File: src/rtl/eikonal_triangle_local_update_top_macros.svh
// assertion helpers for the asserting top module
`ifndef EIKONAL_TRIANGLE_LOCAL_UPDATE_TOP_MACROS_SVH
`define EIKONAL_TRIANGLE_LOCAL_UPDATE_TOP_MACROS_SVH

// same-cycle implication, checked outside reset
`define ETLU_ASSERT_IMPL(lbl, ante, cons, msg) \
  lbl: assert property (@(posedge clk) disable iff (!rst_n) (ante) |-> (cons)) else $error(msg);

// next-cycle implication, checked outside reset
`define ETLU_ASSERT_NEXT(lbl, ante, cons, msg) \
  lbl: assert property (@(posedge clk) disable iff (!rst_n) (ante) |=> (cons)) else $error(msg);

`endif

File: src/rtl/etlu_dly.sv
module etlu_dly #(
  parameter int W = 64,
  parameter int N = 1
) (
  input  logic         clk,
  input  logic         en,
  input  logic [W-1:0] d,
  output logic [W-1:0] q
);

  logic [W-1:0] sh_r [N];

  // shift line advancing with the pipe
  always_ff @(posedge clk) begin
    if (en) begin
      sh_r[0] <= d;
      for (int k = 1; k < N; k++) sh_r[k] <= sh_r[k-1];
    end
  end

  assign q = sh_r[N-1];

endmodule

File: config.mk
export PLATFORM = sky130hd
export DESIGN_NAME = etlu_dly
export DESIGN_NICKNAME = d
export VERILOG_FILES = /design/src/rtl/eikonal_triangle_local_update_top_macros.svh /design/src/rtl/etlu_dly.sv
export SDC_FILE = /design/constraint.sdc
export NUM_CORES = 1
export LEC_CHECK = 0
export BUFFER_PORTS_ARGS = -buffer_cell sky130_fd_sc_hd__buf_2
export CORE_ASPECT_RATIO = 0.9
export CORE_MARGIN = 4
export CORE_UTILIZATION = 43
export DETAILED_ROUTE_END_ITERATION = 8
export PLACE_DENSITY = 0.85
export SYNTH_ARGS = -nofsm -noshare
export SYNTH_HDL_FRONTEND = slang
export SYNTH_SLANG_ARGS = --single-unit
File: constraint.sdc
create_clock -name clk -period 0.85 [get_ports clk]
set_clock_uncertainty 0.05 [all_clocks]
set_input_delay 0.085 -clock clk [delete_from_list [all_inputs] [get_ports clk]]
set_output_delay 0.085 -clock clk [all_outputs]
set_load 0.01 [all_outputs]
======== Word-level counts from Yosys, hierarchy flattened ========
Memories as Yosys holds them, arrays and structs flattened.
Cells that the tools add are included.
cells by class
  mux-type cells .......................... 2
operators by type and width
  kind     number
  $mux W1  2
word-level totals
  output and inout port bits .............. 64
  RAM bits ................................ 64
  register bits ........................... 0
  word-level logic and storage cells ...... 3
  memories kept ........................... 1
memories
  memory  depth  width  read ports  clocked after Yosys merged registers in  write ports  RTL line        RTL
  sh_r    1      64     1           0                                        1            etlu_dly.sv:11  logic [W-1:0] sh_r [N];

======== Logic depth before layout (Yosys ltp) ========
Gate-level depths: netlist (run 1).
  depth after elaboration ................. 2
  gate-level depth with buffers ........... 0
  depth with buffers taken out ............ 0

======== Worst setup path before layout (run 1) ========
OpenSTA, ideal clock, no wires.
  path kind ............................... register -> output
  from .................................... memory sh_r[0][0]
  to ...................................... output q[0]
  slack ................................... 0.321 ns
  stages on the path, launching flop included .. 1
  data arrival time ....................... 0.394 ns
  required time ........................... 0.715 ns
  path through ............................ edfxtp_1
on the way
  word-level cells in the longest chain between the ends .. 1
RTL lines
  item            RTL line        RTL
  from (decl)     etlu_dly.sv:11
  $mem_v2 Z1 W64  n/a
  to (decl)       etlu_dly.sv:8   output logic [W-1:0] q
Every way passes these cells.

======== Worst setup path in the final report (run 1) ========
  from .................................... memory sh_r[0][57]
  to ...................................... output q[57]
The elaborated chain is that of the path after synthesis.

==> results.md, run 1 <==
* Outcome: complete, but fails checks
* Violated checks: setup timing
* Max-Cap Viols at 0
* Commonest non-fill, non-tap cells in the layout: 127 x sky130_fd_sc_hd__buf_2, 64 x sky130_fd_sc_hd__dlygate4sd3_1, 64 x sky130_fd_sc_hd__edfxtp_1
* Routed wire length at 6120 microns
* Floorplan Core Area at 0.00418 sq mm
* Worst path buffer plus inverter count at 1
* Total grt overflow at 0
* DRC violation count after routing at 0
* Worst Tran Pin Value at 0.193 ns
* Combined area of the multi-input logic cells at 0 sq um
* Class of the tightest hold or removal check: input port to flop
* Die height at 71.4 microns
* Max Clk Rate at 941 MHz
* Site Rows at 22
* Count of input and output buffers at 129
* Clock Root Buffer: sky130_fd_sc_hd__clkbuf_8
* CTS clock-pin slew for the worst setup and hold paths at 0.07 ns
* Global-route wire length before repair at 8820 microns
* Worst EP arrival at 0.93 ns
* Kind of end point of the critical path: primary output
* Clock sink count at 64
* RSZ-0062 raised after global routing: yes
* Final hold violations at 0
* TritonCTS clock tree: yes
* Synthesized cell area at 0.00192 sq mm
* Critical Path Start Type: flop
* Power per cell area at 1930 mW/mm^2
* Maximum number of buffers from clock root to sink at 2
* Syn_nets at 130
* Most common cell after layout, fill and taps aside: sky130_fd_sc_hd__buf_2
* Delay-heaviest family, CP: flip-flops
* Post-route fraction of the period consumed by the critical path at 1.25
* Distinct cell type count of the synthesized netlist at 1
* Maximum ir drop on the vdd rail at 1.55 mV
* Critical Path Slowest Stage Cell: sky130_fd_sc_hd__edfxtp_1
* 1st-pass router iterations at 4
* Via-to-Cell Ratio at 4.49
* Share of synthesized area occupied by flip-flops and latches at 1.00
* Number of antenna cells inserted at 0
* Synth Instances at 64
* Share of layout cells above drive strength 1 at 0.524
* Largest Register: sh_r
* Total die area at 0.00560 sq mm
* Number of global-route vias before repair at 1594
* Critical Path, Cell by Cell: buf_2
* Number of DRC markers in iteration 0 at 60
* Net count of the finished layout at 336
* Regs by FF count: sh_r (64)
* Starting utilization of the core area at 0.459
* Area growth, synth to finish at 80.7%
* Final core utilization at 0.830
* Relative slew slack at 0.871
* Delay of the slowest critical-path stage at 0.43 ns
* Setup violators final at 64
* CP Max Fanout at 1
* Register bit count reported by yosys at 64
* Overall global routing resource usage at 0.224
* Multi-input gate count at 0
* Min setup slack post-route at -0.213 ns
* Time the final worst path needs with I/O delays and setup at 1.06 ns
* Yosys warning count at 0
* Post-layout power at 6.71 mW
* # H-tree levels at 3
* Number of buffers added by the clock tree synthesis step at 9
* Total number of vias at 1486
* Flip-flop count of the largest register after layout at 64
* Crit Path Category: flop to primary output
* Initial antenna violation count at 0
* Top-Level Pins at 130
* Data required time at the worst endpoint at 0.71 ns
* Pins Over Slew Limit at 0
* Leak Pwr at 1.50 nW
* Number of setup buffers added after CTS at 0
* Average size of a mapped cell at 30.0 sq um
* Routed length per instance at 18.5 microns
* Largest net degree at the start of global routing at 36
* Remaining number of nets flagged by the antenna check after routing at 0
* GP Congestion at 0.636
* Horizontal extent of the die at 78.5 microns
power by group:
group	switching, mW	internal, mW
sequential	0.0801	3.75
clock	1.04	0.971
combinational	0.388	0.478
Yosys cell counts (all sizes together):
library cell  number  area, sq um
edfxtp            64         1920
kinds of logic after synthesis:
kind of cell  Yosys count  share of synthesized area
flip-flops             64                       1.00
stage by stage:
stage                     cell area [sq um]  hold WS (ns)  worst slack, ns  cells  setup TNS [ns]
after floorplan                        1920         0.134            0.321     64               0
after global placement                 2680         0.211           0.0463    255               0
after detailed placement               2680         0.213           0.0351    255               0
after CTS                              3460         0.180           -0.196    331           -8.76
after global routing                   3470         0.178           -0.248    331          -11.48
final                                  3470         0.201           -0.213    331           -8.42
worst paths after layout:
path,from,to,slack (ns),depth (start not counted)
hold / removal,en,sh_r[0][15],0.20,2
setup / recovery,sh_r[0][57],q[57],-0.21,1
cell type report:
| cell class | instances | area [sq um] |
|---|---|---|
| sequential | 64 | 1920 |
| timing repair buffer | 195 | 1340 |
| fill | 222 | 711 |
| clock buffer | 9 | 124 |
| tap | 60 | 75.1 |
| clock inverter | 3 | 13.8 |
timing repair:
item                                    CTS  global route
gates cloned                              0             0
endpoints found under the setup margin   64            64
endpoints found under the hold margin    64             0
hold buffers                             64             0
gates resized for setup                   0             2
metal layers:
| layer | routed length, microns | up-vias | global-route usage |
|---|---|---|---|
| li1 | - | 667 | - |
| met1 | 2340 | 707 | 0.247 |
| met2 | 3200 | 110 | 0.392 |
| met3 | 561 | 2 | 0.107 |
| met4 | 11 | 0 | 0.0583 |
| met5 | 0 | - | 0 |
No activity file was read; power rests on OpenSTA's default activity.
==> run 2, diff against run 1 <==
- SKIP_CTS_REPAIR_TIMING: default -> 1
==> results.md, run 2 (synthesis gave the netlist of run 1 again) <==
* Final core utilization at 0.827 (-0.00299)
* Via-to-Cell Ratio at 4.45 (-0.81%)
* Critical Path, Cell by Cell: buf_2
* Setup violators final at 64 (unchanged)
* Critical Path Slowest Stage Cell: sky130_fd_sc_hd__edfxtp_1
* Time the final worst path needs with I/O delays and setup at 1.04 ns (-0.0259 ns)
* Min setup slack post-route at -0.187 ns (+0.0259 ns)
* Largest Register: sh_r
* Horizontal extent of the die at 78.5 microns (unchanged)
* Setup crit start: sh_r[0][53]
* GP Congestion at 0.636 (unchanged)
* Pins Over Slew Limit at 0 (unchanged)
* Routed length per instance at 17.8 microns (-3.6%)
* Initial antenna violation count at 0 (unchanged)
* Relative slew slack at 0.878 (+0.00705)
* Largest net degree at the start of global routing at 36 (unchanged)
* Global-route wire length before repair at 5410 microns (-39%)
* Floorplan Core Area at 0.00418 sq mm (unchanged)
* Multi-input gate count at 0 (unchanged)
* Number of DRC markers in iteration 0 at 43 (-28%)
* Kind of end point of the critical path: primary output
* Class of the tightest hold or removal check: input port to flop
* Flip-flop count of the largest register after layout at 64 (unchanged)
* Max Clk Rate at 965 MHz (+2.5%)
* Total number of vias at 1474 (-0.81%)
* Most common cell after layout, fill and taps aside: sky130_fd_sc_hd__buf_2
* Net count of the finished layout at 336 (unchanged)
* Violated checks: setup timing
* Outcome: complete, but fails checks
* Place WS at 0.0351 ns (unchanged)
* Delay of the slowest critical-path stage at 0.41 ns (-0.02 ns)
* Launch instance of the worst min-delay path: en
* CTS clock-pin slew for the worst setup and hold paths at 0.06 ns (about the same)
* Number of buffers added by the clock tree synthesis step at 9 (unchanged)
* Post-layout power at 6.64 mW (-0.99%)
* Leak Pwr at 1.49 nW (-0.28%)
* Total grt overflow at 0 (unchanged)
* Worst-case hold path end point: sh_r[0][15]
* Maximum number of buffers from clock root to sink at 2 (unchanged)
* Total die area at 0.00560 sq mm (unchanged)
* Clock sink count at 64 (unchanged)
* Worst Tran Pin Value at 0.182 ns (-0.0106 ns)
* Overall global routing resource usage at 0.141 (-0.0830)
* Remaining number of nets flagged by the antenna check after routing at 0 (unchanged)
* RSZ-0062 raised after global routing: yes
* Maximum ir drop on the vdd rail at 1.40 mV (-9.6%)
* Site Rows at 22 (unchanged)
* Delay-heaviest family, CP: flip-flops
* Top-Level Pins at 130 (unchanged)
* Worst EP arrival at 0.90 ns (-0.03 ns)
* DRC violation count after routing at 0 (unchanged)
* Hold depth at 2 (unchanged)
* Count of input and output buffers at 129 (unchanged)
* Starting utilization of the core area at 0.459 (unchanged)
* Number of antenna cells inserted at 0 (unchanged)
* Data required time at the worst endpoint at 0.71 ns (about the same)
* Die height at 71.4 microns (unchanged)
* Post-route fraction of the period consumed by the critical path at 1.22 (-0.0305)
* Number of global-route vias before repair at 1113 (-30%)
* Critical Path Start Type: flop
* # H-tree levels at 3 (unchanged)
* Max-Cap Viols at 0 (unchanged)
* Combined area of the multi-input logic cells at 0 sq um (unchanged)
* Commonest non-fill, non-tap cells in the layout: 129 x sky130_fd_sc_hd__buf_2, 64 x sky130_fd_sc_hd__dlygate4sd3_1, 64 x sky130_fd_sc_hd__edfxtp_1
* Power per cell area at 1920 mW/mm^2 (-0.63%)
* Crit Path Category: flop to primary output
* Final hold violations at 0 (unchanged)
* TritonCTS clock tree: yes
* Regs by FF count: sh_r (64)
* Worst path buffer plus inverter count at 1 (unchanged)
* 1st-pass router iterations at 4 (unchanged)
* Area growth, synth to finish at 80.1%
* Final instance count without filler cells at 331 (unchanged)
* Share of layout cells above drive strength 1 at 0.524 (unchanged)
* CP Max Fanout at 1 (unchanged)
* Clock Root Buffer: sky130_fd_sc_hd__clkbuf_8
* Routed wire length at 5900 microns (-3.6%)
* Number of placed instances with taps included at 255 (unchanged)
[run 2: cell type report]
cell class / instances / area, sq um
clock buffer: 9 / 124
timing repair buffer: 195 / 1330
sequential: 64 / 1920
clock inverter: 3 / 13.8
tap: 60 / 75.1
fill: 207 / 723
[run 2: routing by layer]
metal,GRT usage,vias to the layer above,share of wire
met5,0,-,0
met4,0.0583,0,0.016
met3,0.122,12,0.11
met2,0.231,99,0.52
met1,0.123,696,0.35
li1,-,667,-
[run 2: worst max-delay path by stage]
stage                       end  slack, ns  cells past startpoint
global route              q[53]      -0.23                      1
floorplan                  q[0]       0.32                      0
CTS                       q[20]      -0.20                      1
global placement    sh_r[0][56]       0.05                      2
detailed placement  sh_r[0][56]       0.04                      2
finish                    q[53]      -0.19                      1
[run 2: where the power goes]
part           switching, mW  leakage (nW)  total, mW  internal, mW
clock                  0.990        0.0741       1.96         0.970
combinational          0.384         0.794      0.854         0.470
sequential            0.0767         0.626       3.83          3.75
total                   1.45          1.49       6.64          5.19
[run 2: per-stage QoR]
stage | setup TNS (ns) | hold WS (ns) | instance area, sq um
2_1_floorplan | 0 | 0.134 | 1920
3_3_place_gp | 0 | 0.211 | 2680
6_report | -8.04 | 0.209 | 3460
5_1_grt | -11.00 | 0.193 | 3460
4_1_cts | -8.76 | -0.145 | 2820
3_5_place_dp | 0 | 0.213 | 2680
==> run 3, diff against run 2 <==
==> constraint.sdc (replaced) <==
create_clock -name clk -period 0.85 [get_ports clk]
set_clock_uncertainty 0.05 [all_clocks]
set_input_delay 0.17 -clock clk [delete_from_list [all_inputs] [get_ports clk]]
set_output_delay 0.17 -clock clk [all_outputs]
set_load 0.01 [all_outputs]
==> results.md, run 3 (synthesis gave the netlist of run 1 again) <==
* Power per cell area at 2080 mW/mm^2 (+8.3%)
* Via-to-Cell Ratio at 4.40 (-1.1%)
* Worst EP arrival at 0.90 ns (about the same)
* Data required time at the worst endpoint at 0.63 ns (-0.08 ns)
* Place WS at -0.0768 ns (-0.112 ns)
* Global-route wire length before repair at 5530 microns (+2.3%)
* Starting utilization of the core area at 0.459 (unchanged)
* Crit Path Category: flop to primary output
* Commonest non-fill, non-tap cells in the layout: 129 x sky130_fd_sc_hd__buf_2, 64 x sky130_fd_sc_hd__dlygate4sd3_1, 64 x sky130_fd_sc_hd__edfxtp_1
* Overall global routing resource usage at 0.141 (about the same)
* Time the final worst path needs with I/O delays and setup at 1.12 ns (+0.0825 ns)
* Area growth, synth to finish at 83.9%
* GP Congestion at 0.628 (-1.2%)
* Maximum number of buffers from clock root to sink at 2 (unchanged)
* DP Wirelength at 2950 microns
* Multi-input gate count at 0 (unchanged)
* Total die area at 0.00560 sq mm (unchanged)
* Critical Path Start Type: flop
* Regs by FF count: sh_r (64)
* Number of global-route vias before repair at 1162 (+4.4%)
* Post-route fraction of the period consumed by the critical path at 1.32 (+0.0970)
* Worst hold margin at 0.258 ns (+0.0487 ns)
* Max Clk Rate at 893 MHz (-7.4%)
* Maximum ir drop on the vdd rail at 1.65 mV (+18%)
* Final core utilization at 0.844 (+0.0173)
* Launch instance of the worst min-delay path: en
* Number of placed instances with taps included at 256 (+0.39%)
* Top-Level Pins at 130 (unchanged)
* Delay of the slowest critical-path stage at 0.40 ns (about the same)
* 1st-pass router iterations at 4 (unchanged)
* Worst Tran Pin Value at 0.178 ns (-0.00452 ns)
* Die height at 71.4 microns (unchanged)
* Site Rows at 22 (unchanged)
* Largest Register: sh_r
* Pins Over Slew Limit at 0 (unchanged)
* RSZ-0062 raised after global routing: yes
* Largest net degree at the start of global routing at 33 (-8.3%)
* Initial antenna violation count at 0 (unchanged)
* Floorplan Core Area at 0.00418 sq mm (unchanged)
* Setup violators final at 64 (unchanged)
* Worst-case hold path end point: sh_r[0][52]
* Relative slew slack at 0.881 (+0.00301)
* Min setup slack post-route at -0.269 ns (-0.0825 ns)
* Max-Cap Viols at 0 (unchanged)
* DRC violation count after routing at 0 (unchanged)
* Net count of the finished layout at 337 (+0.30%)
* Number of antenna cells inserted at 0 (unchanged)
* Worst path buffer plus inverter count at 1 (unchanged)
* Routed length per instance at 16.7 microns (-6.0%)
* Most common cell after layout, fill and taps aside: sky130_fd_sc_hd__buf_2
* Remaining number of nets flagged by the antenna check after routing at 0 (unchanged)
* CTS clock-pin slew for the worst setup and hold paths at 0.07 ns (about the same)
* Outcome: complete, but fails checks
* Routed wire length at 5630 microns (-4.6%)
* Hold depth at 2 (unchanged)
* Number of DRC markers in iteration 0 at 42 (-2.3%)
* # H-tree levels at 3 (unchanged)
* Horizontal extent of the die at 78.5 microns (unchanged)
* Total number of vias at 1480 (+0.41%)
* Critical Path, Cell by Cell: buf_2
* TritonCTS clock tree: yes
* Delay-heaviest family, CP: flip-flops
* Total grt overflow at 0 (unchanged)
* Final instance count without filler cells at 336 (+1.5%)
* Combined area of the multi-input logic cells at 0 sq um (unchanged)
* Kind of end point of the critical path: primary output
* CP Max Fanout at 1 (unchanged)
* Share of layout cells above drive strength 1 at 0.518 (-0.00587)
* Count of input and output buffers at 129 (unchanged)
* Clock Root Buffer: sky130_fd_sc_hd__clkbuf_8
* Clock sink count at 64 (unchanged)
* Leak Pwr at 1.52 nW (+2.1%)
* Final hold violations at 0 (unchanged)
* Number of buffers added by the clock tree synthesis step at 9 (unchanged)
* Critical Path Slowest Stage Cell: sky130_fd_sc_hd__edfxtp_1
* Flip-flop count of the largest register after layout at 64 (unchanged)
* Violated checks: setup timing
* Class of the tightest hold or removal check: input port to flop
-- run 3: changes by cell type in the layout (fill, tap and decap cells not counted), sizes merged --
cell and change:
bufinv +2, clkbuf +2, buf +1
-- run 3: where the power goes --
group	switching, mW	internal (mW)
clock network	1.05	1.62
logic	0.382	0.472
registers	0.0683	3.75
-- run 3: through the flow --
| step | total power, mW | TNS, ns | cell area [sq um] |
|---|---|---|---|
| floorplan | 4.02 | 0 | 1920 |
| global placement | 4.45 | -2.53 | 2690 |
| detailed placement | 4.48 | -4.21 | 2690 |
| CTS | 7.13 | -14.89 | 2890 |
| global route | 7.64 | -16.85 | 3530 |
| finish | 7.35 | -13.61 | 3530 |
-- run 3: worst max-delay path by stage --
stage	startpoint	endpoint	slack [ns]	depth (start not counted)
after CTS	sh_r[0][38]	q[38]	-0.27	1
final	sh_r[0][15]	q[15]	-0.27	1
after global placement	en	sh_r[0][56]	-0.05	2
after floorplan	sh_r[0][0]	q[0]	0.24	0
after global routing	sh_r[0][20]	q[20]	-0.31	1
after detailed placement	en	sh_r[0][14]	-0.08	2
-- run 3: layout make-up --
class                 count  area [sq um]
sequential               64          1920
timing repair buffer    196          1330
fill                    211           651
clock buffer             11           131
tap                      60          75.1
clock inverter            5          71.3
-- run 3: metal layers --
| metal | up-vias | share of wire | GRT usage |
|---|---|---|---|
| met5 | - | 0 | 0 |
| met4 | 0 | 0.018 | 0.0932 |
| met3 | 12 | 0.11 | 0.0955 |
| met2 | 96 | 0.51 | 0.230 |
| met1 | 696 | 0.36 | 0.127 |
| li1 | 676 | - | - |
